## src/rtl/pdu_pkg.sv

```systemverilog
`default_nettype none

package pdu_pkg;

  // Geometry defaults of the display
  localparam int WINDOWS_PER_ROW_DEF = 16;
  localparam int WINDOW_ROWS_DEF     = 13;
  localparam int WINDOW_WIDTH_DEF    = 2;
  localparam int WINDOW_HEIGHT_DEF   = 2;

  // Field widths
  localparam int POS_W   = 17;  // linear pixel position, protocol 2
  localparam int WIN_W   = 15;  // absolute window number, protocol 1
  localparam int WROW_W  = 3;
  localparam int WCOL_W  = 3;
  localparam int ADDR_W  = 10;
  localparam int CFG_W   = 10;
  localparam int CFG_IDX_W = 3;

  // Stages between the input port and the result port
  localparam int PIPE_DEPTH = 5;

  // Configuration register indexes
  localparam logic [CFG_IDX_W-1:0] CFG_PACKED_COLOR       = 3'd0;
  localparam logic [CFG_IDX_W-1:0] CFG_LOW_NIBBLE_SHIFT   = 3'd1;
  localparam logic [CFG_IDX_W-1:0] CFG_HEADER_BYTES       = 3'd2;
  localparam logic [CFG_IDX_W-1:0] CFG_PACKET_LIMIT       = 3'd3;
  localparam logic [CFG_IDX_W-1:0] CFG_PIXELS_PER_PACKET  = 3'd4;
  localparam logic [CFG_IDX_W-1:0] CFG_WINDOWS_PER_PACKET = 3'd5;
  localparam logic [CFG_IDX_W-1:0] CFG_WINDOW_COUNT       = 3'd6;

  // Configuration reset values
  localparam logic       PACKED_COLOR_RST       = 1'b1;
  localparam logic [2:0] LOW_NIBBLE_SHIFT_RST   = 3'd4;
  localparam logic [3:0] HEADER_BYTES_RST       = 4'd2;
  localparam logic [7:0] PACKET_LIMIT_RST       = 8'd1;
  localparam logic [9:0] PIXELS_PER_PACKET_RST  = 10'd832;
  localparam logic [7:0] WINDOWS_PER_PACKET_RST = 8'd208;
  localparam logic [7:0] WINDOW_COUNT_RST       = 8'd208;

  // Header protocol codes
  localparam logic [7:0] PROTO_WINDOWED = 8'd1;
  localparam logic [7:0] PROTO_LINEAR   = 8'd2;

  localparam logic [7:0] HI_NIBBLE_MASK = 8'hf0;
  localparam logic [7:0] LO_NIBBLE_MASK = 8'h0f;

  typedef enum logic [1:0] {
    ST_NONE      = 2'd0,
    ST_READY     = 2'd1,
    ST_HDR_ERROR = 2'd2,
    ST_SHORT     = 2'd3
  } status_t;

  typedef struct packed {
    logic       packed_color;
    logic [2:0] low_nibble_shift;
    logic [3:0] header_bytes;
    logic [7:0] packet_limit;
    logic [9:0] pixels_per_packet;
    logic [7:0] windows_per_packet;
    logic [7:0] window_count;
  } cfg_t;

  // One parsed byte on its way to address generation
  typedef struct packed {
    logic              have;    // a complete pixel came with this byte
    logic              linear;  // protocol 2 addressing
    logic [POS_W-1:0]  pos;     // linear position, or window number in the low bits
    logic [WROW_W-1:0] wrow;
    logic [WCOL_W-1:0] wcol;
    logic [7:0]        red;
    logic [7:0]        green;
    logic [7:0]        blue;
    status_t           status;
  } pix_item_t;

endpackage

`default_nettype wire

```

## src/rtl/pdu_parser.sv

```systemverilog
`default_nettype none

module pdu_parser #(
  parameter int WINDOW_WIDTH  = pdu_pkg::WINDOW_WIDTH_DEF,
  parameter int WINDOW_HEIGHT = pdu_pkg::WINDOW_HEIGHT_DEF
) (
  input  wire logic              clk,
  input  wire logic              rst,
  input  wire pdu_pkg::cfg_t     cfg,
  input  wire logic              in_valid,
  output logic                   in_ready,
  input  wire logic [7:0]        in_byte,
  input  wire logic              in_last,
  output logic                   item_valid,
  input  wire logic              item_ready,
  output pdu_pkg::pix_item_t     item
);

  localparam int WROW_W_L = pdu_pkg::WROW_W;
  localparam int WCOL_W_L = pdu_pkg::WCOL_W;

  typedef enum logic [1:0] {
    MODE_HEADER,
    MODE_DATA,
    MODE_DRAIN
  } mode_t;

  mode_t       mode, mode_next;
  logic [3:0]  header_count, header_count_next;
  logic [6:0]  packet_index, packet_index_next;
  logic        protocol_two, protocol_two_next;
  logic [9:0]  pixel_count, pixel_count_next;
  logic [7:0]  window_index, window_index_next;
  logic [WROW_W_L-1:0] window_row, window_row_next;
  logic [WCOL_W_L-1:0] window_column, window_column_next;
  logic [1:0]  byte_phase, byte_phase_next;
  logic [7:0]  held_byte, held_byte_next;
  logic [7:0]  held_second, held_second_next;

  pdu_pkg::pix_item_t item_next;

  logic        accept;
  logic [3:0]  hdr_len;
  logic [3:0]  hc_inc;
  logic        bad;
  logic [6:0]  idx_sel;
  logic [9:0]  mcand;
  logic [16:0] prod;
  logic        work_empty;
  logic [16:0] pos_linear;
  logic [16:0] pos_window;
  logic        odd;
  logic        done;
  logic [8:0]  wi_inc;
  logic [16:0] win_reach;

  function automatic logic [7:0] hi_nib(input logic [7:0] v);
    hi_nib = v & pdu_pkg::HI_NIBBLE_MASK;
  endfunction

  function automatic logic [7:0] lo_nib(input logic [7:0] v, input logic [2:0] s);
    lo_nib = (v & pdu_pkg::LO_NIBBLE_MASK) << s;
  endfunction

  assign accept   = in_valid && in_ready;
  assign in_ready = !item_valid || item_ready;

  assign hdr_len = (cfg.header_bytes < 4'd2) ? 4'd2 : cfg.header_bytes;
  assign hc_inc  = (header_count == 4'd15) ? header_count : header_count + 4'd1;

  // The index byte is needed in the same cycle when the header ends on it
  assign idx_sel = (mode == MODE_HEADER && header_count == 4'd1) ? in_byte[6:0] : packet_index;
  assign mcand   = protocol_two ? cfg.pixels_per_packet : {2'b00, cfg.windows_per_packet};
  assign prod    = 17'(idx_sel) * 17'(mcand);

  assign work_empty = protocol_two ? (cfg.pixels_per_packet == 10'd0)
                    : (cfg.windows_per_packet == 8'd0 || prod >= 17'(cfg.window_count));

  assign pos_linear = prod + 17'(pixel_count);
  assign pos_window = prod + 17'(window_index);
  assign odd        = protocol_two ? pos_linear[0] : window_column[0];

  always_comb begin
    mode_next          = mode;
    header_count_next  = header_count;
    packet_index_next  = packet_index;
    protocol_two_next  = protocol_two;
    pixel_count_next   = pixel_count;
    window_index_next  = window_index;
    window_row_next    = window_row;
    window_column_next = window_column;
    byte_phase_next    = byte_phase;
    held_byte_next     = held_byte;
    held_second_next   = held_second;
    bad                = 1'b0;
    done               = 1'b0;
    wi_inc             = 9'(window_index);
    win_reach          = '0;
    item_next.have     = 1'b0;
    item_next.linear   = protocol_two;
    item_next.pos      = protocol_two ? pos_linear : pos_window;
    item_next.wrow     = window_row;
    item_next.wcol     = window_column;
    item_next.red      = 8'd0;
    item_next.green    = 8'd0;
    item_next.blue     = 8'd0;
    item_next.status   = pdu_pkg::ST_NONE;

    case (mode)
      MODE_HEADER: begin
        if (header_count == 4'd0) begin
          if (in_byte != pdu_pkg::PROTO_WINDOWED && in_byte != pdu_pkg::PROTO_LINEAR) begin
            bad = 1'b1;
          end else begin
            protocol_two_next = (in_byte == pdu_pkg::PROTO_LINEAR);
          end
        end else if (header_count == 4'd1) begin
          if (in_byte[7] || in_byte >= cfg.packet_limit) begin
            bad = 1'b1;
          end else begin
            packet_index_next = in_byte[6:0];
          end
        end
        if (bad) begin
          item_next.status = pdu_pkg::ST_HDR_ERROR;
          mode_next        = MODE_DRAIN;
        end else begin
          header_count_next = hc_inc;
          if (hc_inc >= hdr_len) begin
            pixel_count_next   = '0;
            window_index_next  = '0;
            window_row_next    = '0;
            window_column_next = '0;
            byte_phase_next    = '0;
            if (work_empty) begin
              item_next.status = pdu_pkg::ST_READY;
              mode_next        = MODE_DRAIN;
            end else begin
              mode_next = MODE_DATA;
            end
          end else if (in_last) begin
            item_next.status = (hc_inc >= 4'd2 && work_empty) ? pdu_pkg::ST_READY
                                                              : pdu_pkg::ST_SHORT;
          end
        end
      end

      MODE_DATA: begin
        if (cfg.packed_color) begin
          if (byte_phase == 2'd0) begin
            held_byte_next  = in_byte;
            byte_phase_next = 2'd1;
          end else begin
            if (odd) begin
              item_next.red   = lo_nib(held_byte, cfg.low_nibble_shift);
              item_next.green = hi_nib(in_byte);
              item_next.blue  = lo_nib(in_byte, cfg.low_nibble_shift);
              byte_phase_next = 2'd0;
            end else begin
              item_next.red   = hi_nib(held_byte);
              item_next.green = lo_nib(held_byte, cfg.low_nibble_shift);
              item_next.blue  = hi_nib(in_byte);
              held_byte_next  = in_byte;
              byte_phase_next = 2'd1;
            end
            item_next.have = 1'b1;
          end
        end else begin
          case (byte_phase)
            2'd0: begin
              held_byte_next  = in_byte;
              byte_phase_next = 2'd1;
            end
            2'd1: begin
              held_second_next = in_byte;
              byte_phase_next  = 2'd2;
            end
            default: begin
              item_next.red   = held_byte;
              item_next.green = held_second;
              item_next.blue  = in_byte;
              byte_phase_next = 2'd0;
              item_next.have  = 1'b1;
            end
          endcase
        end

        if (item_next.have) begin
          if (protocol_two) begin
            pixel_count_next = pixel_count + 10'd1;
            done = (11'(pixel_count) + 11'd1) >= 11'(cfg.pixels_per_packet);
          end else begin
            // Advance column, then row, then window
            if (4'(window_column) + 4'd1 >= 4'(WINDOW_WIDTH)) begin
              window_column_next = '0;
              if (4'(window_row) + 4'd1 >= 4'(WINDOW_HEIGHT)) begin
                window_row_next = '0;
                wi_inc          = 9'(window_index) + 9'd1;
              end else begin
                window_row_next = window_row + WROW_W_L'(1);
              end
            end else begin
              window_column_next = window_column + WCOL_W_L'(1);
            end
            window_index_next = wi_inc[7:0];
            win_reach = prod + 17'(wi_inc);
            done = (wi_inc >= 9'(cfg.windows_per_packet))
                || (win_reach >= 17'(cfg.window_count));
          end
          if (done) begin
            item_next.status = pdu_pkg::ST_READY;
            mode_next        = MODE_DRAIN;
          end
        end
        if (in_last && mode_next == MODE_DATA) begin
          item_next.status = pdu_pkg::ST_SHORT;
        end
      end

      default: begin
      end
    endcase

    if (in_last) begin
      mode_next         = MODE_HEADER;
      header_count_next = '0;
      byte_phase_next   = '0;
    end
  end

  always_ff @(posedge clk) begin
    if (rst) begin
      mode          <= MODE_HEADER;
      header_count  <= '0;
      packet_index  <= '0;
      protocol_two  <= 1'b0;
      pixel_count   <= '0;
      window_index  <= '0;
      window_row    <= '0;
      window_column <= '0;
      byte_phase    <= '0;
      held_byte     <= '0;
      held_second   <= '0;
      item_valid    <= 1'b0;
    end else if (accept) begin
      mode          <= mode_next;
      header_count  <= header_count_next;
      packet_index  <= packet_index_next;
      protocol_two  <= protocol_two_next;
      pixel_count   <= pixel_count_next;
      window_index  <= window_index_next;
      window_row    <= window_row_next;
      window_column <= window_column_next;
      byte_phase    <= byte_phase_next;
      held_byte     <= held_byte_next;
      held_second   <= held_second_next;
      item_valid    <= 1'b1;
    end else if (item_ready) begin
      item_valid <= 1'b0;
    end
  end

  always_ff @(posedge clk) begin
    if (accept) begin
      item <= item_next;
    end
  end

endmodule

`default_nettype wire

```

## src/rtl/pdu_addr.sv

```systemverilog
`default_nettype none

module pdu_addr #(
  parameter int WINDOWS_PER_ROW = pdu_pkg::WINDOWS_PER_ROW_DEF,
  parameter int WINDOW_ROWS     = pdu_pkg::WINDOW_ROWS_DEF,
  parameter int WINDOW_WIDTH    = pdu_pkg::WINDOW_WIDTH_DEF,
  parameter int WINDOW_HEIGHT   = pdu_pkg::WINDOW_HEIGHT_DEF
) (
  input  wire logic                          clk,
  input  wire logic                          rst,
  input  wire logic                          item_valid,
  output logic                               item_ready,
  input  wire pdu_pkg::pix_item_t            item,
  output logic                               out_valid,
  input  wire logic                          out_ready,
  output logic                               out_we,
  output logic [pdu_pkg::ADDR_W-1:0]         out_addr,
  output logic [7:0]                         out_red,
  output logic [7:0]                         out_green,
  output logic [7:0]                         out_blue,
  output pdu_pkg::status_t                   out_status
);

  localparam int WIN_W       = pdu_pkg::WIN_W;
  localparam int ADDR_W      = pdu_pkg::ADDR_W;
  localparam int FRAME_COLS  = WINDOWS_PER_ROW * WINDOW_WIDTH;
  localparam int FRAME_ROWS  = WINDOW_ROWS * WINDOW_HEIGHT;
  localparam int FRAME_PIXELS = FRAME_COLS * FRAME_ROWS;
  // Window number divided by windows per row through a reciprocal, exact for WIN_W bits
  localparam int DIV_SHIFT   = WIN_W + $clog2(WINDOWS_PER_ROW) + 1;
  localparam int RECIP       = ((2 ** DIV_SHIFT) + WINDOWS_PER_ROW - 1) / WINDOWS_PER_ROW;
  localparam int RECIP_W     = DIV_SHIFT + 1;
  localparam int PROD_W      = WIN_W + RECIP_W;
  localparam int REM_W       = $clog2(WINDOWS_PER_ROW) + 1;
  localparam int ROW_W       = WIN_W + 4;
  localparam int COL_W       = REM_W + 4;

  logic ready2, ready3, ready4, ready5;
  logic v2, v3, v4;

  pdu_pkg::pix_item_t s2_item, s3_item, s4_item;
  logic [WIN_W-1:0]  s2_q;
  logic [REM_W-1:0]  s3_rem;
  logic [ROW_W-1:0]  s3_row;
  logic              s4_ok;
  logic [ADDR_W-1:0] s4_row;
  logic [ADDR_W-1:0] s4_col;

  logic [PROD_W-1:0] q_prod;
  logic [REM_W-1:0]  rem_calc;
  logic [ROW_W-1:0]  row_calc;
  logic [COL_W-1:0]  col_calc;
  logic              ok_calc;
  logic [ADDR_W-1:0] addr_calc;

  assign ready5     = !out_valid || out_ready;
  assign ready4     = !v4 || ready5;
  assign ready3     = !v3 || ready4;
  assign ready2     = !v2 || ready3;
  assign item_ready = ready2;

  assign q_prod = PROD_W'(item.pos[WIN_W-1:0]) * PROD_W'(RECIP);

  assign rem_calc = REM_W'(s2_item.pos[WIN_W-1:0] - s2_q * WIN_W'(WINDOWS_PER_ROW));
  assign row_calc = ROW_W'(s2_q) * ROW_W'(WINDOW_HEIGHT) + ROW_W'(s2_item.wrow);

  assign col_calc = COL_W'(s3_rem) * COL_W'(WINDOW_WIDTH) + COL_W'(s3_item.wcol);
  assign ok_calc  = s3_item.have && (s3_item.linear
                  ? (32'(s3_item.pos) < 32'(FRAME_PIXELS))
                  : (32'(s3_row) < 32'(FRAME_ROWS) && 32'(col_calc) < 32'(FRAME_COLS)));

  // Only the low address bits are kept, so the row can be cut before the multiply
  assign addr_calc = s4_item.linear ? s4_item.pos[ADDR_W-1:0]
                   : s4_row * ADDR_W'(FRAME_COLS) + s4_col;

  always_ff @(posedge clk) begin
    if (rst) begin
      v2        <= 1'b0;
      v3        <= 1'b0;
      v4        <= 1'b0;
      out_valid <= 1'b0;
    end else begin
      if (ready2) begin
        v2 <= item_valid;
      end
      if (ready3) begin
        v3 <= v2;
      end
      if (ready4) begin
        v4 <= v3;
      end
      if (ready5) begin
        out_valid <= v4;
      end
    end
  end

  always_ff @(posedge clk) begin
    if (ready2) begin
      s2_item <= item;
      s2_q    <= q_prod[DIV_SHIFT +: WIN_W];
    end
    if (ready3) begin
      s3_item <= s2_item;
      s3_rem  <= rem_calc;
      s3_row  <= row_calc;
    end
    if (ready4) begin
      s4_item <= s3_item;
      s4_ok   <= ok_calc;
      s4_row  <= s3_row[ADDR_W-1:0];
      s4_col  <= col_calc[ADDR_W-1:0];
    end
    if (ready5) begin
      out_we     <= s4_ok;
      out_addr   <= s4_ok ? addr_calc : '0;
      out_red    <= s4_ok ? s4_item.red : 8'd0;
      out_green  <= s4_ok ? s4_item.green : 8'd0;
      out_blue   <= s4_ok ? s4_item.blue : 8'd0;
      out_status <= s4_item.status;
    end
  end

endmodule

`default_nettype wire

```

## src/rtl/pixel_datagram_unpacker.sv

```systemverilog
// Display packet unpacker. Takes one packet byte per cycle on the s_ side while s_tready is
// high (tlast on the final byte) and gives exactly one result item per byte on the m_ side,
// in order, after five register stages, the first loaded by the edge that takes the byte.
// The result is a frame-store write (address and color, write flag in tuser) when the byte
// completes a pixel that lies inside the frame, and a packet status (frame ready, header
// error, short packet) in tuser. The header parser keeps all per-packet state and finishes
// each byte in the cycle it is taken, so a new byte is accepted every cycle while s_tready
// is high; the address is built over four more register stages (window divide, row/column,
// range check, final address). Input is held off only when all five stages are full and
// m_tready is low. Configuration registers are written through cfg_we/cfg_index/cfg_data
// and act on the next byte; write them only when no result is pending.
`default_nettype none

module pixel_datagram_unpacker #(
  parameter int WINDOWS_PER_ROW = pdu_pkg::WINDOWS_PER_ROW_DEF,
  parameter int WINDOW_ROWS     = pdu_pkg::WINDOW_ROWS_DEF,
  parameter int WINDOW_WIDTH    = pdu_pkg::WINDOW_WIDTH_DEF,
  parameter int WINDOW_HEIGHT   = pdu_pkg::WINDOW_HEIGHT_DEF
) (
  input  wire logic                            clk,
  input  wire logic                            rst,
  input  wire logic                            s_tvalid,
  output logic                                 s_tready,
  input  wire logic [7:0]                      s_tdata,   // data_byte
  input  wire logic                            s_tlast,   // last_byte
  output logic                                 m_tvalid,
  input  wire logic                            m_tready,
  output logic [39:0]                          m_tdata,   // pixel_address, red, green, blue
  output logic [2:0]                           m_tuser,   // write_enable, packet_status
  input  wire logic                            cfg_we,
  input  wire logic [pdu_pkg::CFG_IDX_W-1:0]   cfg_index,
  input  wire logic [pdu_pkg::CFG_W-1:0]       cfg_data
);

  pdu_pkg::cfg_t      cfg;
  pdu_pkg::pix_item_t item;
  logic               item_valid;
  logic               item_ready;

  logic                        write_enable;
  logic [pdu_pkg::ADDR_W-1:0]  pixel_address;
  logic [7:0]                  red;
  logic [7:0]                  green;
  logic [7:0]                  blue;
  pdu_pkg::status_t            packet_status;

  always_ff @(posedge clk) begin
    if (rst) begin
      cfg.packed_color       <= pdu_pkg::PACKED_COLOR_RST;
      cfg.low_nibble_shift   <= pdu_pkg::LOW_NIBBLE_SHIFT_RST;
      cfg.header_bytes       <= pdu_pkg::HEADER_BYTES_RST;
      cfg.packet_limit       <= pdu_pkg::PACKET_LIMIT_RST;
      cfg.pixels_per_packet  <= pdu_pkg::PIXELS_PER_PACKET_RST;
      cfg.windows_per_packet <= pdu_pkg::WINDOWS_PER_PACKET_RST;
      cfg.window_count       <= pdu_pkg::WINDOW_COUNT_RST;
    end else if (cfg_we) begin
      case (cfg_index)
        pdu_pkg::CFG_PACKED_COLOR:       cfg.packed_color       <= cfg_data[0];
        pdu_pkg::CFG_LOW_NIBBLE_SHIFT:   cfg.low_nibble_shift   <= cfg_data[2:0];
        pdu_pkg::CFG_HEADER_BYTES:       cfg.header_bytes       <= cfg_data[3:0];
        pdu_pkg::CFG_PACKET_LIMIT:       cfg.packet_limit       <= cfg_data[7:0];
        pdu_pkg::CFG_PIXELS_PER_PACKET:  cfg.pixels_per_packet  <= cfg_data[9:0];
        pdu_pkg::CFG_WINDOWS_PER_PACKET: cfg.windows_per_packet <= cfg_data[7:0];
        pdu_pkg::CFG_WINDOW_COUNT:       cfg.window_count       <= cfg_data[7:0];
        default: begin
        end
      endcase
    end
  end

  pdu_parser #(
    .WINDOW_WIDTH  (WINDOW_WIDTH),
    .WINDOW_HEIGHT (WINDOW_HEIGHT)
  ) u_parser (
    .clk        (clk),
    .rst        (rst),
    .cfg        (cfg),
    .in_valid   (s_tvalid),
    .in_ready   (s_tready),
    .in_byte    (s_tdata),
    .in_last    (s_tlast),
    .item_valid (item_valid),
    .item_ready (item_ready),
    .item       (item)
  );

  pdu_addr #(
    .WINDOWS_PER_ROW (WINDOWS_PER_ROW),
    .WINDOW_ROWS     (WINDOW_ROWS),
    .WINDOW_WIDTH    (WINDOW_WIDTH),
    .WINDOW_HEIGHT   (WINDOW_HEIGHT)
  ) u_addr (
    .clk        (clk),
    .rst        (rst),
    .item_valid (item_valid),
    .item_ready (item_ready),
    .item       (item),
    .out_valid  (m_tvalid),
    .out_ready  (m_tready),
    .out_we     (write_enable),
    .out_addr   (pixel_address),
    .out_red    (red),
    .out_green  (green),
    .out_blue   (blue),
    .out_status (packet_status)
  );

  assign m_tdata = {6'd0, blue, green, red, pixel_address};
  assign m_tuser = {packet_status, write_enable};

endmodule

`default_nettype wire

```

## config.mk

```make
export PLATFORM = sky130hd
export DESIGN_NAME = pixel_datagram_unpacker
export DESIGN_NICKNAME = d
export VERILOG_FILES = /design/src/rtl/pdu_pkg.sv /design/src/rtl/pdu_parser.sv /design/src/rtl/pdu_addr.sv /design/src/rtl/pixel_datagram_unpacker.sv
export SDC_FILE = /design/constraint.sdc
export NUM_CORES = 1
export LEC_CHECK = 0
export BUFFER_PORTS_ARGS = -buffer_cell sky130_fd_sc_hd__buf_2
export CAP_MARGIN = 20
export CORE_ASPECT_RATIO = 0.7
export CORE_UTILIZATION = 40
export DETAILED_ROUTE_END_ITERATION = 10
export MAX_ROUTING_LAYER = met4
export PLACE_DENSITY_LB_ADDON = 0.3
export SLEW_MARGIN = 20
export SYNTH_ARGS = -nofsm -noshare
export SYNTH_HDL_FRONTEND = slang
export SYNTH_SLANG_ARGS = --single-unit
```

## constraint.sdc

```tcl
create_clock -name clk -period 22.6 [get_ports clk]
set_input_delay 4.52 -clock clk [delete_from_list [all_inputs] [get_ports clk]]
set_output_delay 4.52 -clock clk [all_outputs]
set_load 0.05 [all_outputs]
```

Word level (Yosys, flattened, before mapping)
Index checks and enable logic that the tools add are counted.

Register bits: 363. Output and inout port bits: 45.

Add/subtract/negate cells: 14. Multiply operators: 1. Magnitude comparators: 13. Eq/ne operators: 25. Shifts and indexed selects: 2. Multiplexer cells: 85. Bitwise logic cells: 4. Reductions and logical operators: 49.

Operators with widths (number): 24-bit 2-to-1 mux (4); 8-bit 2-to-1 mux (8); 10-bit 2-to-1 mux (6); 9-bit 2-to-1 mux (5); 2-bit 2-to-1 mux (18); 17-bit by 8-bit >= comparator with 1-bit output (2); 3-bit 2-to-1 mux (9); 1-bit 2-to-1 mux (20); 4-bit 2-to-1 mux (5); 10-bit case mux with 2 select lines (1); 19-bit by 5-bit less-than comparator with 1-bit output (second input constant) (1); 17-bit by 10-bit adder with 17-bit output (1); 17-bit by 8-bit adder with 17-bit output (1); 17-bit by 9-bit adder with 17-bit output (1); 17-bit by 10-bit less-than comparator with 1-bit output (second input constant) (1); 7-bit by 10-bit multiplier with 17-bit output (1); 17-bit 2-to-1 mux (1); 2-bit case mux with 2 select lines (4); 8-bit case mux with 2 select lines (1); 4-bit AND reduction (4); 4-bit by 3-bit left shift with 8-bit output (2); 2-bit AND reduction (7); 12-bit by 3-bit adder with 13-bit output (1); 4-bit by 2-bit >= comparator with 1-bit output (second input constant) (3); 45 further kinds (86).

Longest topological paths before layout
Gate-level depths: netlist of the first run.

Depth after elaboration: 20. Depth in mapped cells: 29.

Cells and area by module
From an unflattened synthesis of the first run, not the netlist that was laid out.

Cell total of the unflattened synthesis: 1618. Area, all modules: 18176.2 um2.

Modules (own cells, without submodules): pdu_parser (times used 1, cells an instance 1171, area an instance 10256.1 um2, sequential area each 2672.6 um2); pdu_addr (times used 1, cells an instance 279, area an instance 6148.4 um2, sequential area each 5545.3 um2); pixel_datagram_unpacker (times used 1, cells an instance 168, area an instance 1771.7 um2, sequential area each 840.8 um2).

Worst setup path before layout of the first run
Ideal clock, no wire load.

Path kind: input-to-reg. Start point: input port s_tdata[3]. End point: register u_parser.item[0] (netlist name). Setup time: 272 ps. Arrival time: 10616 ps. Data required time: 22328 ps. Setup slack: 11712 ps. Stages: 25. Path buffers: 2. Cells stage by stage: clkbuf_1 mux2i_1 nor2_1 fa_1 fa_1 fa_1 inv_1 fa_1 inv_1 ha_1 clkbuf_1 a21oi_1 inv_1 a31o_2 xnor2_1 inv_1 ha_1 nand3_1 a21o_1 a211o_1 or3_1 mux2i_1 a31oi_1 nor4_2 o32ai_1.

RTL lines: from (decl) (line pixel_datagram_unpacker.sv:24) `input wire logic [7:0] s_tdata,`.

==> results.sh, run 1 <==
export IMPL_n_fill_cell=4043
export IMPL_peakVddDrop_v=0.00005899
export IMPL_overflow=0
export IMPL_synth_xor_area_share_pct=2.801
export IMPL_ys_async_sr_fraction_pct=0
export IMPL_setup_violations=0
export IMPL_syn2layout_area_growth_pct=10.96
export IMPL_hp_start="u_addr.s2_item[27]"
export IMPL_synth_edff_count=231
export IMPL_synth_compound_area_share_pct=11.01
export IMPL_wire_per_inst_um=18.33
export IMPL_detail_route_antenna_nets=0
export IMPL_hold_buffers=0
export IMPL_hp_class="flip-flop to flip-flop"
export IMPL_clock_sinks=334
export IMPL_final_cell_mix="231 x edfxtp_1, 199 x nor2_1, 121 x ha_1, 114 x nand2_1, 113 x inv_1"
export IMPL_p_per_area_nw_per_um2=61.89
export IMPL_pin_count=72
export IMPL_clock_root_buffer="clkbuf_16"
export IMPL_ctsHtreeMaxLevel=1
export IMPL_clock_latency_ns=0.61
export IMPL_maxSlewViolCount=0
export IMPL_yosysSeqAreaShare_pct=50.49
export IMPL_nets=1896
export IMPL_maxCapViolCount=0
export IMPL_cts_tree="built"
export IMPL_diodes=0
export IMPL_numPortBuffers=65
export IMPL_power_switching_mw=0.2654
export IMPL_grt_max_degree=53
export IMPL_worst_r2r_cell_count=25
export IMPL_antenna_found_initial=0
export IMPL_postSynthAreaPerCell_um2=10.83
export IMPL_power_leakage_nw=8.325
export IMPL_yosys_warnings=0
export IMPL_drt_total_wl_um=42570
export IMPL_rsz0062_at_grt="no"
export IMPL_synth_cell_types=77
export IMPL_hold_end="u_addr.s3_item[27]"
export IMPL_setup_worst_path_start_class="input pin"
export IMPL_hpwl_um=32110
export IMPL_ys_ff_latch=334
export IMPL_worst_slew_pin_transition_ns=1.072
export IMPL_internal_power_mw=0.9586
export IMPL_finalCritPeriodShare_pct=49.66
export IMPL_skew_ns=0.04402
export IMPL_rows=64
export IMPL_seqPwrFrac_pct=55.0
export IMPL_drt_vias_per_instance=5.319
export IMPL_min_path_cells=0
export IMPL_grt_pass1_wl_um=66070
export IMPL_grt_usage_pct=19.57
export IMPL_cts_buffers=31
export IMPL_drt_iter0_drc=1035
export IMPL_r2r_slack_ns=13.82
export IMPL_layout_drive_gt1_share_pct=9.606
export IMPL_die_area_um2=45420
export IMPL_synth_top_family_by_area="simple AND/OR/NAND/NOR gates"
export IMPL_grt_pass1_vias=11620
export IMPL_clk_pin_slew_worst_paths_ns=0.07
export IMPL_r2r_start="u_parser.mode[1]"
export IMPL_start_util_pct=40.69
export IMPL_final_hold_viol_count=0
export IMPL_syn_area_um2=17820
export IMPL_worstSetupPathType="input pin to flip-flop"
export IMPL_timing_hold_ws_ns=0.3993
export IMPL_end_kind="flip-flop"
export IMPL_slew_limit_headroom_pct=28.33
export IMPL_synthAdderAreaFrac_pct=13.32
export IMPL_max_freq_mhz=89.10
export IMPL_die_x_um=254.3
export IMPL_cp_arrival_ns=11.56
export IMPL_core_area_um2=43800
export IMPL_vias=12350
export IMPL_synth_ff_type="edfxtp_1"
export IMPL_yosys_area_share_simple_pct=14.88
export IMPL_postCtsResizedCells=0
export IMPL_layout_commonest_cell="edfxtp_1"
export IMPL_status="finished, final reports clean"
export IMPL_setup_tns_final_ns=0
export IMPL_die_h_um=178.6
export IMPL_postCtsSetupBuffers=0
export IMPL_power_frac_clock_pct=41.6
export IMPL_switching_share_pct=21.68
export IMPL_synth_area_mux_share_pct=3.728
export IMPL_fin_crit_ns=11.22
export IMPL_firstDrtPassIters=6
export IMPL_critical_path_max_fanout=10
export IMPL_synthCells=1645
export IMPL_p_comb_share_pct=3.4
export IMPL_place_congestion=0.9239
export IMPL_cp_data_required_time_ns=22.93
export IMPL_drc=0
export IMPL_cts_path_max_buffers=3
export IMPL_r2r_end="u_parser.item[0]"
## layer usage
layer | track usage [%] | up-vias | routed length (um)
met2 | 26.25 | 395 | 16690
met5 | - | - | 0
met4 | 4.217 | 0 | 818
met1 | 29.47 | 5927 | 21520
li1 | - | 5977 | -
met3 | 4.480 | 52 | 3540
## power by group through the flow
stage	clock network, mW	logic (mW)	registers (mW)
final	0.509	0.0417	0.673
after global routing	0.544	0.0455	0.675
after CTS	0.524	0.0416	0.673
after detailed placement	0	0.0414	0.687
after global placement	0	0.0407	0.686
after floorplan	0	0.0243	0.686
## critical path, stage by stage
cell	delay [ns]
buf_2	0.18
mux2i_1	0.64
nor2_1	0.17
fa_1	0.63
fa_1	0.45
fa_1	0.55
inv_1	0.05
fa_1	0.54
inv_1	0.05
ha_1	0.38
a21oi_1	0.31
inv_1	0.07
a31o_2	0.24
xnor2_1	0.41
inv_1	0.12
ha_1	0.37
nand3_1	0.08
a21o_1	0.19
a211o_1	0.30
or3_1	0.36
mux2i_1	0.16
a31oi_1	0.14
nor4_2	0.46
o32ai_1	0.17
## worst max path at each step
stage,start,endpoint,depth (start not counted)
finish,s_tdata[3],u_parser.item[0],24
global route,s_tdata[3],u_parser.item[0],24
CTS,s_tdata[3],u_parser.item[0],24
detailed placement,s_tdata[3],u_parser.item[0],24
global placement,s_tdata[6],u_parser.item[0],24
floorplan,s_tdata[3],u_parser.item[0],25
## logic make-up (layout without fill, tap and decap cells)
family / after synthesis / count (layout)
AND/OR/NAND/NOR: 550 / 550
flip-flops: 334 / 334
AO/OA/AOI/OAI: 302 / 302
buffers and inverters: 171 / 249
adder cells (fa/ha/maj): 164 / 164
multiplexers: 66 / 66
XOR/XNOR: 57 / 57
other: 1 / 6
## flip-flops by register name (all words and copies together) (netlist names), 3 cells and up
register and count:
u_addr.s3_item 43, u_addr.s2_item 49, cfg 42, u_addr.s3_rem 4
u_parser.window_column 3, u_addr.out_addr 10, u_parser.held_byte 8, u_parser.pixel_count 10
u_parser.item 49, u_parser.header_count 4, u_addr.s3_row 12, u_addr.out_red 8
u_addr.s4_item 36, u_parser.held_second 8, u_addr.out_green 8, u_parser.window_index 8
u_addr.out_blue 8, u_parser.packet_index 7, u_parser.window_row 3
## area by class of cell
cell class                      count  area, um^2  area share, %
Tap cell                          594       743.2          3.758
Inverter                          114       427.9          2.164
Multi-Input combinational cell   1145        8199          41.46
Sequential cell                   334        8999          45.50
Clock inverter                     18       155.1         0.7845
Clock buffer                       38       822.0          4.157
Timing Repair Buffer               79       430.4          2.176
## per-stage QoR
stage               area, um^2  util [%]  std cells  worst slack, ns  power (mW)
global placement         18790     42.89       2266            11.12      0.7268
floorplan                17840         -       1650            11.71      0.7106
global route             19780     45.15       2322            10.92       1.264
CTS                      19770     45.13       2322            11.50       1.239
detailed placement       18790     42.90       2266            10.84      0.7279
finish                   19780     45.15       2322            11.38       1.224
## synth_stat cells (12+ instances only)
cell type	count	area share, %
o211ai_1	18	0.76
nand4_1	12	0.42
dfxtp_1	103	12
xor2_1	20	0.98
a21oi_1	101	2.8
nor4_1	12	0.42
and2_1	41	1.4
nor3_1	21	0.59
nand3_1	33	0.93
ha_1	121	8.5
inv_1	113	2.4
mux2i_1	63	3.5
clkbuf_1	45	0.95
nor2b_1	18	0.63
fa_1	43	4.8
nor2_1	200	4.2
nand2b_1	24	0.84
and3_1	14	0.49
a22oi_1	19	0.80
xnor2_1	37	1.8
or2_2	21	0.74
nand2_1	115	2.4
a21o_1	28	1.2
edfxtp_1	231	39
o21ai_0	47	1.3
Power figures use the tool's default switching activity.
==> run 2, diff against run 1 <==
==> constraint.sdc (replaced) <==
create_clock -name clk -period 9.9 [get_ports clk]
set_input_delay 1.98 -clock clk [delete_from_list [all_inputs] [get_ports clk]]
set_output_delay 1.98 -clock clk [all_outputs]
set_load 0.05 [all_outputs]
==> results.sh, run 2 (same netlist as run 1, synthesis figures left out) <==
export IMPL_status="finished, final reports clean"
export IMPL_start_util_pct=40.69
export IMPL_drt_vias_per_instance=5.284
export IMPL_overflow=0
export IMPL_cp_arrival_ns=9.02
export IMPL_fin_util_pct=45.52
export IMPL_reg_largest_list="u_addr.s2_item: 49 flops, u_parser.item: 49 flops, u_addr.s3_item: 43 flops"
export IMPL_critPathBufInv=5
export IMPL_core_area_um2=43800
export IMPL_drt_total_wl_um=42980
export IMPL_drt_iter0_drc=1100
export IMPL_setup_worst_path_start_class="input pin"
export IMPL_finalCritPeriodShare_pct=88.43
export IMPL_grt_max_degree=58
export IMPL_crit_cells=23
export IMPL_die_x_um=254.3
export IMPL_cp_cell_sequence="buf_2 > mux2i_1 > nor2_1 > fa_1 > inv_1 > fa_1 > inv_1 > fa_1 > inv_1 > fa_1 > inv_1 > ha_1 > o211ai_1 > o21ai_2 > xor2_1 > ha_1 > xnor2_1 > ha_1 > or3_1 > a2111oi_0 > o21ai_0 > nor4_2 > o32ai_1"
export IMPL_crit_family="adder cells"
export IMPL_vias=12320
export IMPL_worst_r2r_cell_count=24
export IMPL_die_h_um=178.6
export IMPL_regArea_um2=8999
export IMPL_hpwl_um=32400
export IMPL_setup_tns_final_ns=0
export IMPL_grt_usage_pct=19.85
export IMPL_slew_limit_headroom_pct=33.51
export IMPL_cp_data_required_time_ns=10.16
export IMPL_rows=64
export IMPL_p_per_area_nw_per_um2=144.8
export IMPL_critical_path_max_fanout=10
export IMPL_final_hold_viol_count=0
export IMPL_multi_input_area_um2=8202
export IMPL_grt_pass1_vias=11650
export IMPL_worst_slew_pin_transition_ns=0.9962
export IMPL_nets=1903
export IMPL_grt_pass1_wl_um=66800
export IMPL_postCtsResizedCells=0
export IMPL_power_total_mw=2.886
export IMPL_layout_commonest_cell="edfxtp_1"
export IMPL_power_leakage_nw=8.393
export IMPL_maxCapViolCount=0
export IMPL_clock_root_buffer="clkbuf_16"
export IMPL_drc=0
export IMPL_cts_path_max_buffers=3
export IMPL_antenna_found_initial=3
export IMPL_pin_count=72
export IMPL_hold_buffers=0
export IMPL_cts_buffers=34
export IMPL_end_kind="flip-flop"
export IMPL_clock_sinks=334
export IMPL_skew_ns=0.03028
export IMPL_place_congestion=0.9191
export IMPL_die_area_um2=45420
export IMPL_detail_route_antenna_nets=0
export IMPL_hp_class="flip-flop to flip-flop"
export IMPL_firstDrtPassIters=5
export IMPL_final_cell_mix="231 x edfxtp_1, 199 x nor2_1, 121 x ha_1, 114 x nand2_1, 113 x inv_1"
export IMPL_ctsHtreeMaxLevel=2
export IMPL_clk_pin_slew_worst_paths_ns=0.06
export IMPL_peakVddDrop_v=0.0001033
export IMPL_postCtsSetupBuffers=0
export IMPL_timing_hold_ws_ns=0.4010
export IMPL_wire_per_inst_um=18.43
export IMPL_rsz0062_at_grt="no"
export IMPL_clock_latency_ns=0.54
export IMPL_cts_tree="built"
export IMPL_n_fill_cell=4075
export IMPL_syn2layout_area_growth_pct=11.86
export IMPL_slowest_stage="mux2i_1"
export IMPL_worstSetupPathType="input pin to flip-flop"
export IMPL_layout_drive_gt1_share_pct=10.13
export IMPL_numPortBuffers=65
export IMPL_maxSlewViolCount=0
export IMPL_min_path_cells=0
export IMPL_fin_crit_ns=8.754
export IMPL_max_freq_mhz=114.2
export IMPL_setup_violations=0
export IMPL_slowest_delay_ns=0.65
[run 2: changes by cell type in the layout (fill, tap and decap cells not counted), moves of 2 or more]
cell,previous run,this run
buf_4,14,17
clkbuf_1,5,9
clkbuf_16,31,36
clkinv_1,6,2
clkinv_2,7,4
clkinv_8,0,2
clkinvlp_4,0,2
inv_4,0,2
[run 2: cell type report]
class	instances	share of cell area, %
Antenna cell	1	0.01255
Clock buffer	46	4.757
Clock inverter	15	0.6778
Inverter	114	2.146
Multi-Input combinational cell	1145	41.14
Sequential cell	334	45.13
Tap cell	594	3.728
Timing Repair Buffer	83	2.410
[run 2: worst paths after layout]
kind	from	end	slack [ns]
hold / removal	u_parser.item[25]	u_addr.s2_item[25]	0.40
hold reg to reg	u_parser.item[25]	u_addr.s2_item[25]	0.40
setup / recovery	s_tdata[3]	u_parser.item[0]	1.15
setup reg to reg	u_parser.mode[1]	u_parser.item[0]	1.36
[run 2: metrics by stage]
step / area [um^2] / worst slack (ns) / std cells
2_1_floorplan: 17840 / 1.552 / 1650
3_3_place_gp: 18810 / 0.9448 / 2269
3_5_place_dp: 18810 / 0.7192 / 2269
4_1_cts: 19900 / 1.286 / 2330
5_1_grt: 19940 / 0.7795 / 2332
6_report: 19940 / 1.146 / 2332
[run 2: where the power goes]
| group | leakage [nW] | switching (mW) | internal (mW) | total [mW] |
|---|---|---|---|---|
| clock | 0.526 | 0.545 | 0.708 | 1.25 |
| sequential | 3.42 | 0.0171 | 1.52 | 1.54 |
| combinational | 4.45 | 0.0692 | 0.0268 | 0.0960 |
[run 2: worst register-to-register path, delay by kind of cell, from the launching register on]
family / cells / cell delay, ns
compound gates: 5 / 1.40
xor+xnor: 2 / 0.60
fa+ha+maj: 7 / 3.08
buf+inv: 4 / 0.24
flops: 1 / 0.66
mux: 1 / 0.78
simple gates: 5 / 1.50
[run 2: per-layer routing]
layer  vias up  track usage (%)  part of all wire (%)
met1      5885            29.42                    50
met4         0            4.769                   1.7
met5         -                -                     0
li1       5988                -                     -
met2       400            26.10                    39
met3        49            5.676                   9.2
==> run 3, diff against run 2 <==
--- a/config.mk
+++ b/config.mk
@@ -8,6 +8,7 @@
 export BUFFER_PORTS_ARGS = -buffer_cell sky130_fd_sc_hd__buf_2
 export CAP_MARGIN = 20
 export CORE_ASPECT_RATIO = 0.7
+export CORE_MARGIN = 2
 export CORE_UTILIZATION = 40
 export DETAILED_ROUTE_END_ITERATION = 10
 export MAX_ROUTING_LAYER = met4
==> results.sh, run 3 (same netlist as run 1, synthesis figures left out) <==
export IMPL_grt_pass1_vias=11840
export IMPL_power_total_mw=2.727
export IMPL_worst_r2r_cell_count=25
export IMPL_place_congestion=0.9474
export IMPL_skew_ns=0.04146
export IMPL_hold_buffers=0
export IMPL_drt_vias_per_instance=5.299
export IMPL_worst_slew_pin_transition_ns=1.072
export IMPL_overflow=0
export IMPL_finalCritPeriodShare_pct=86.94
export IMPL_slew_limit_headroom_pct=28.38
export IMPL_max_freq_mhz=116.2
export IMPL_setup_tns_final_ns=0
export IMPL_cts_tree="built"
export IMPL_drt_total_wl_um=42200
export IMPL_timing_hold_ws_ns=0.4145
export IMPL_syn2layout_area_growth_pct=10.76
export IMPL_final_hold_viol_count=0
export IMPL_grt_usage_pct=18.91
export IMPL_slowest_delay_ns=0.63
export IMPL_critical_path_max_fanout=10
export IMPL_clock_sinks=334
export IMPL_fin_crit_ns=8.607
export IMPL_fin_util_pct=45.07
export IMPL_hp_start="u_addr.s3_item[7]"
export IMPL_ctsHtreeMaxLevel=1
export IMPL_grt_max_degree=53
export IMPL_placed_cell_area_um2=18820
export IMPL_die_h_um=180.6
export IMPL_r2r_end="u_parser.item[0]"
export IMPL_hpwl_um=32100
export IMPL_layout_drive_gt1_share_pct=9.653
export IMPL_cp_data_required_time_ns=10.21
export IMPL_rsz0062_at_grt="no"
export IMPL_postCtsResizedCells=0
export IMPL_status="finished, final reports clean"
export IMPL_hold_end="u_addr.s4_item[7]"
export IMPL_drc=0
export IMPL_setup_violations=0
export IMPL_nets=1899
export IMPL_reg_largest_list="u_addr.s2_item: 49 flops, u_parser.item: 49 flops, u_addr.s3_item: 43 flops"
export IMPL_r2r_start="u_parser.mode[1]"
export IMPL_numPortBuffers=65
export IMPL_cp_cell_sequence="buf_2 > mux2i_1 > nor2_1 > fa_1 > fa_1 > fa_1 > inv_1 > fa_1 > inv_1 > ha_1 > a21oi_1 > inv_1 > a31o_2 > xnor2_1 > inv_1 > ha_1 > nand3_1 > a21o_1 > a211o_1 > or3_1 > mux2i_1 > a31oi_1 > nor4_2 > o32ai_1"
export IMPL_layout_commonest_cell="edfxtp_1"
export IMPL_die_x_um=256.3
export IMPL_core_area_um2=43800
export IMPL_crit_family="adder cells"
export IMPL_min_path_cells=0
export IMPL_start_util_pct=40.69
export IMPL_clock_root_buffer="clkbuf_16"
export IMPL_clk_pin_slew_worst_paths_ns=0.06
export IMPL_slowest_stage="mux2i_1"
export IMPL_wire_per_inst_um=18.15
export IMPL_antenna_found_initial=3
export IMPL_r2r_slack_ns=1.47
export IMPL_cts_path_max_buffers=3
export IMPL_critPathBufInv=5
export IMPL_peakVddDrop_v=0.0001464
export IMPL_postCtsSetupBuffers=0
export IMPL_grt_pass1_wl_um=67010
export IMPL_setup_worst_path_start_class="input pin"
export IMPL_rows=64
export IMPL_cts_buffers=30
export IMPL_detail_route_antenna_nets=0
export IMPL_pin_count=72
export IMPL_drt_iter0_drc=1077
export IMPL_vias=12320
export IMPL_end_kind="flip-flop"
export IMPL_worstSetupPathType="input pin to flip-flop"
export IMPL_power_leakage_nw=8.299
export IMPL_maxSlewViolCount=0
export IMPL_hp_class="flip-flop to flip-flop"
export IMPL_p_per_area_nw_per_um2=138.1
export IMPL_clock_latency_ns=0.60
export IMPL_maxCapViolCount=0
export IMPL_final_cell_mix="231 x edfxtp_1, 200 x nor2_1, 121 x ha_1, 114 x nand2_1, 113 x inv_1"
export IMPL_cp_arrival_ns=8.92
export IMPL_die_area_um2=46290
export IMPL_final_area_um2=19740
export IMPL_firstDrtPassIters=5
run 3: changes by cell type in the layout (fill, tap and decap cells not counted), sizes merged:
cell,previous run,this run
clkbuf,46,36
inv,117,115
clkinv,9,14
run 3: metal layers:
| metal | up-vias | routed length, um | global-route usage, % |
|---|---|---|---|
| met5 | - | 0 | - |
| met4 | 0 | 643 | 3.275 |
| met3 | 55 | 3896 | 5.302 |
| met2 | 429 | 16520 | 25.52 |
| met1 | 5852 | 21140 | 28.22 |
| li1 | 5984 | - | - |
run 3: layout make-up:
class / count / area, um^2
Clock inverter: 18 / 142.6
Multi-Input combinational cell: 1145 / 8195
Clock buffer: 36 / 773.2
Fill cell: 4110 / 24060
Inverter: 114 / 427.9
Antenna cell: 1 / 2.502
Timing Repair Buffer: 83 / 457.9
Sequential cell: 334 / 8999
Tap cell: 594 / 743.2
run 3: worst max-delay path by stage:
stage	cells past startpoint	slack (ns)	to	from
after floorplan	25	1.55	u_parser.item[0]	s_tdata[3]
after global placement	24	0.98	u_parser.item[0]	s_tdata[5]
after detailed placement	24	0.72	u_parser.item[0]	s_tdata[3]
after CTS	24	1.37	u_parser.item[0]	s_tdata[3]
after global routing	26	0.88	u_parser.item[0]	s_tdata[3]
final	24	1.29	u_parser.item[0]	s_tdata[3]
run 3: stage by stage:
step	instances	worst slack, ns
after floorplan	1650	1.552
after global placement	2269	0.9839
after detailed placement	2270	0.7178
after CTS	2324	1.367
after global routing	2325	0.8798
final	2325	1.293
run 3: power by group:
| part | switching [mW] | total (mW) | internal [mW] |
|---|---|---|---|
| registers | 0.0172 | 1.54 | 1.52 |
| logic | 0.0689 | 0.0955 | 0.0266 |
| clock network | 0.509 | 1.09 | 0.585 |
| total | 0.595 | 2.73 | 2.13 |
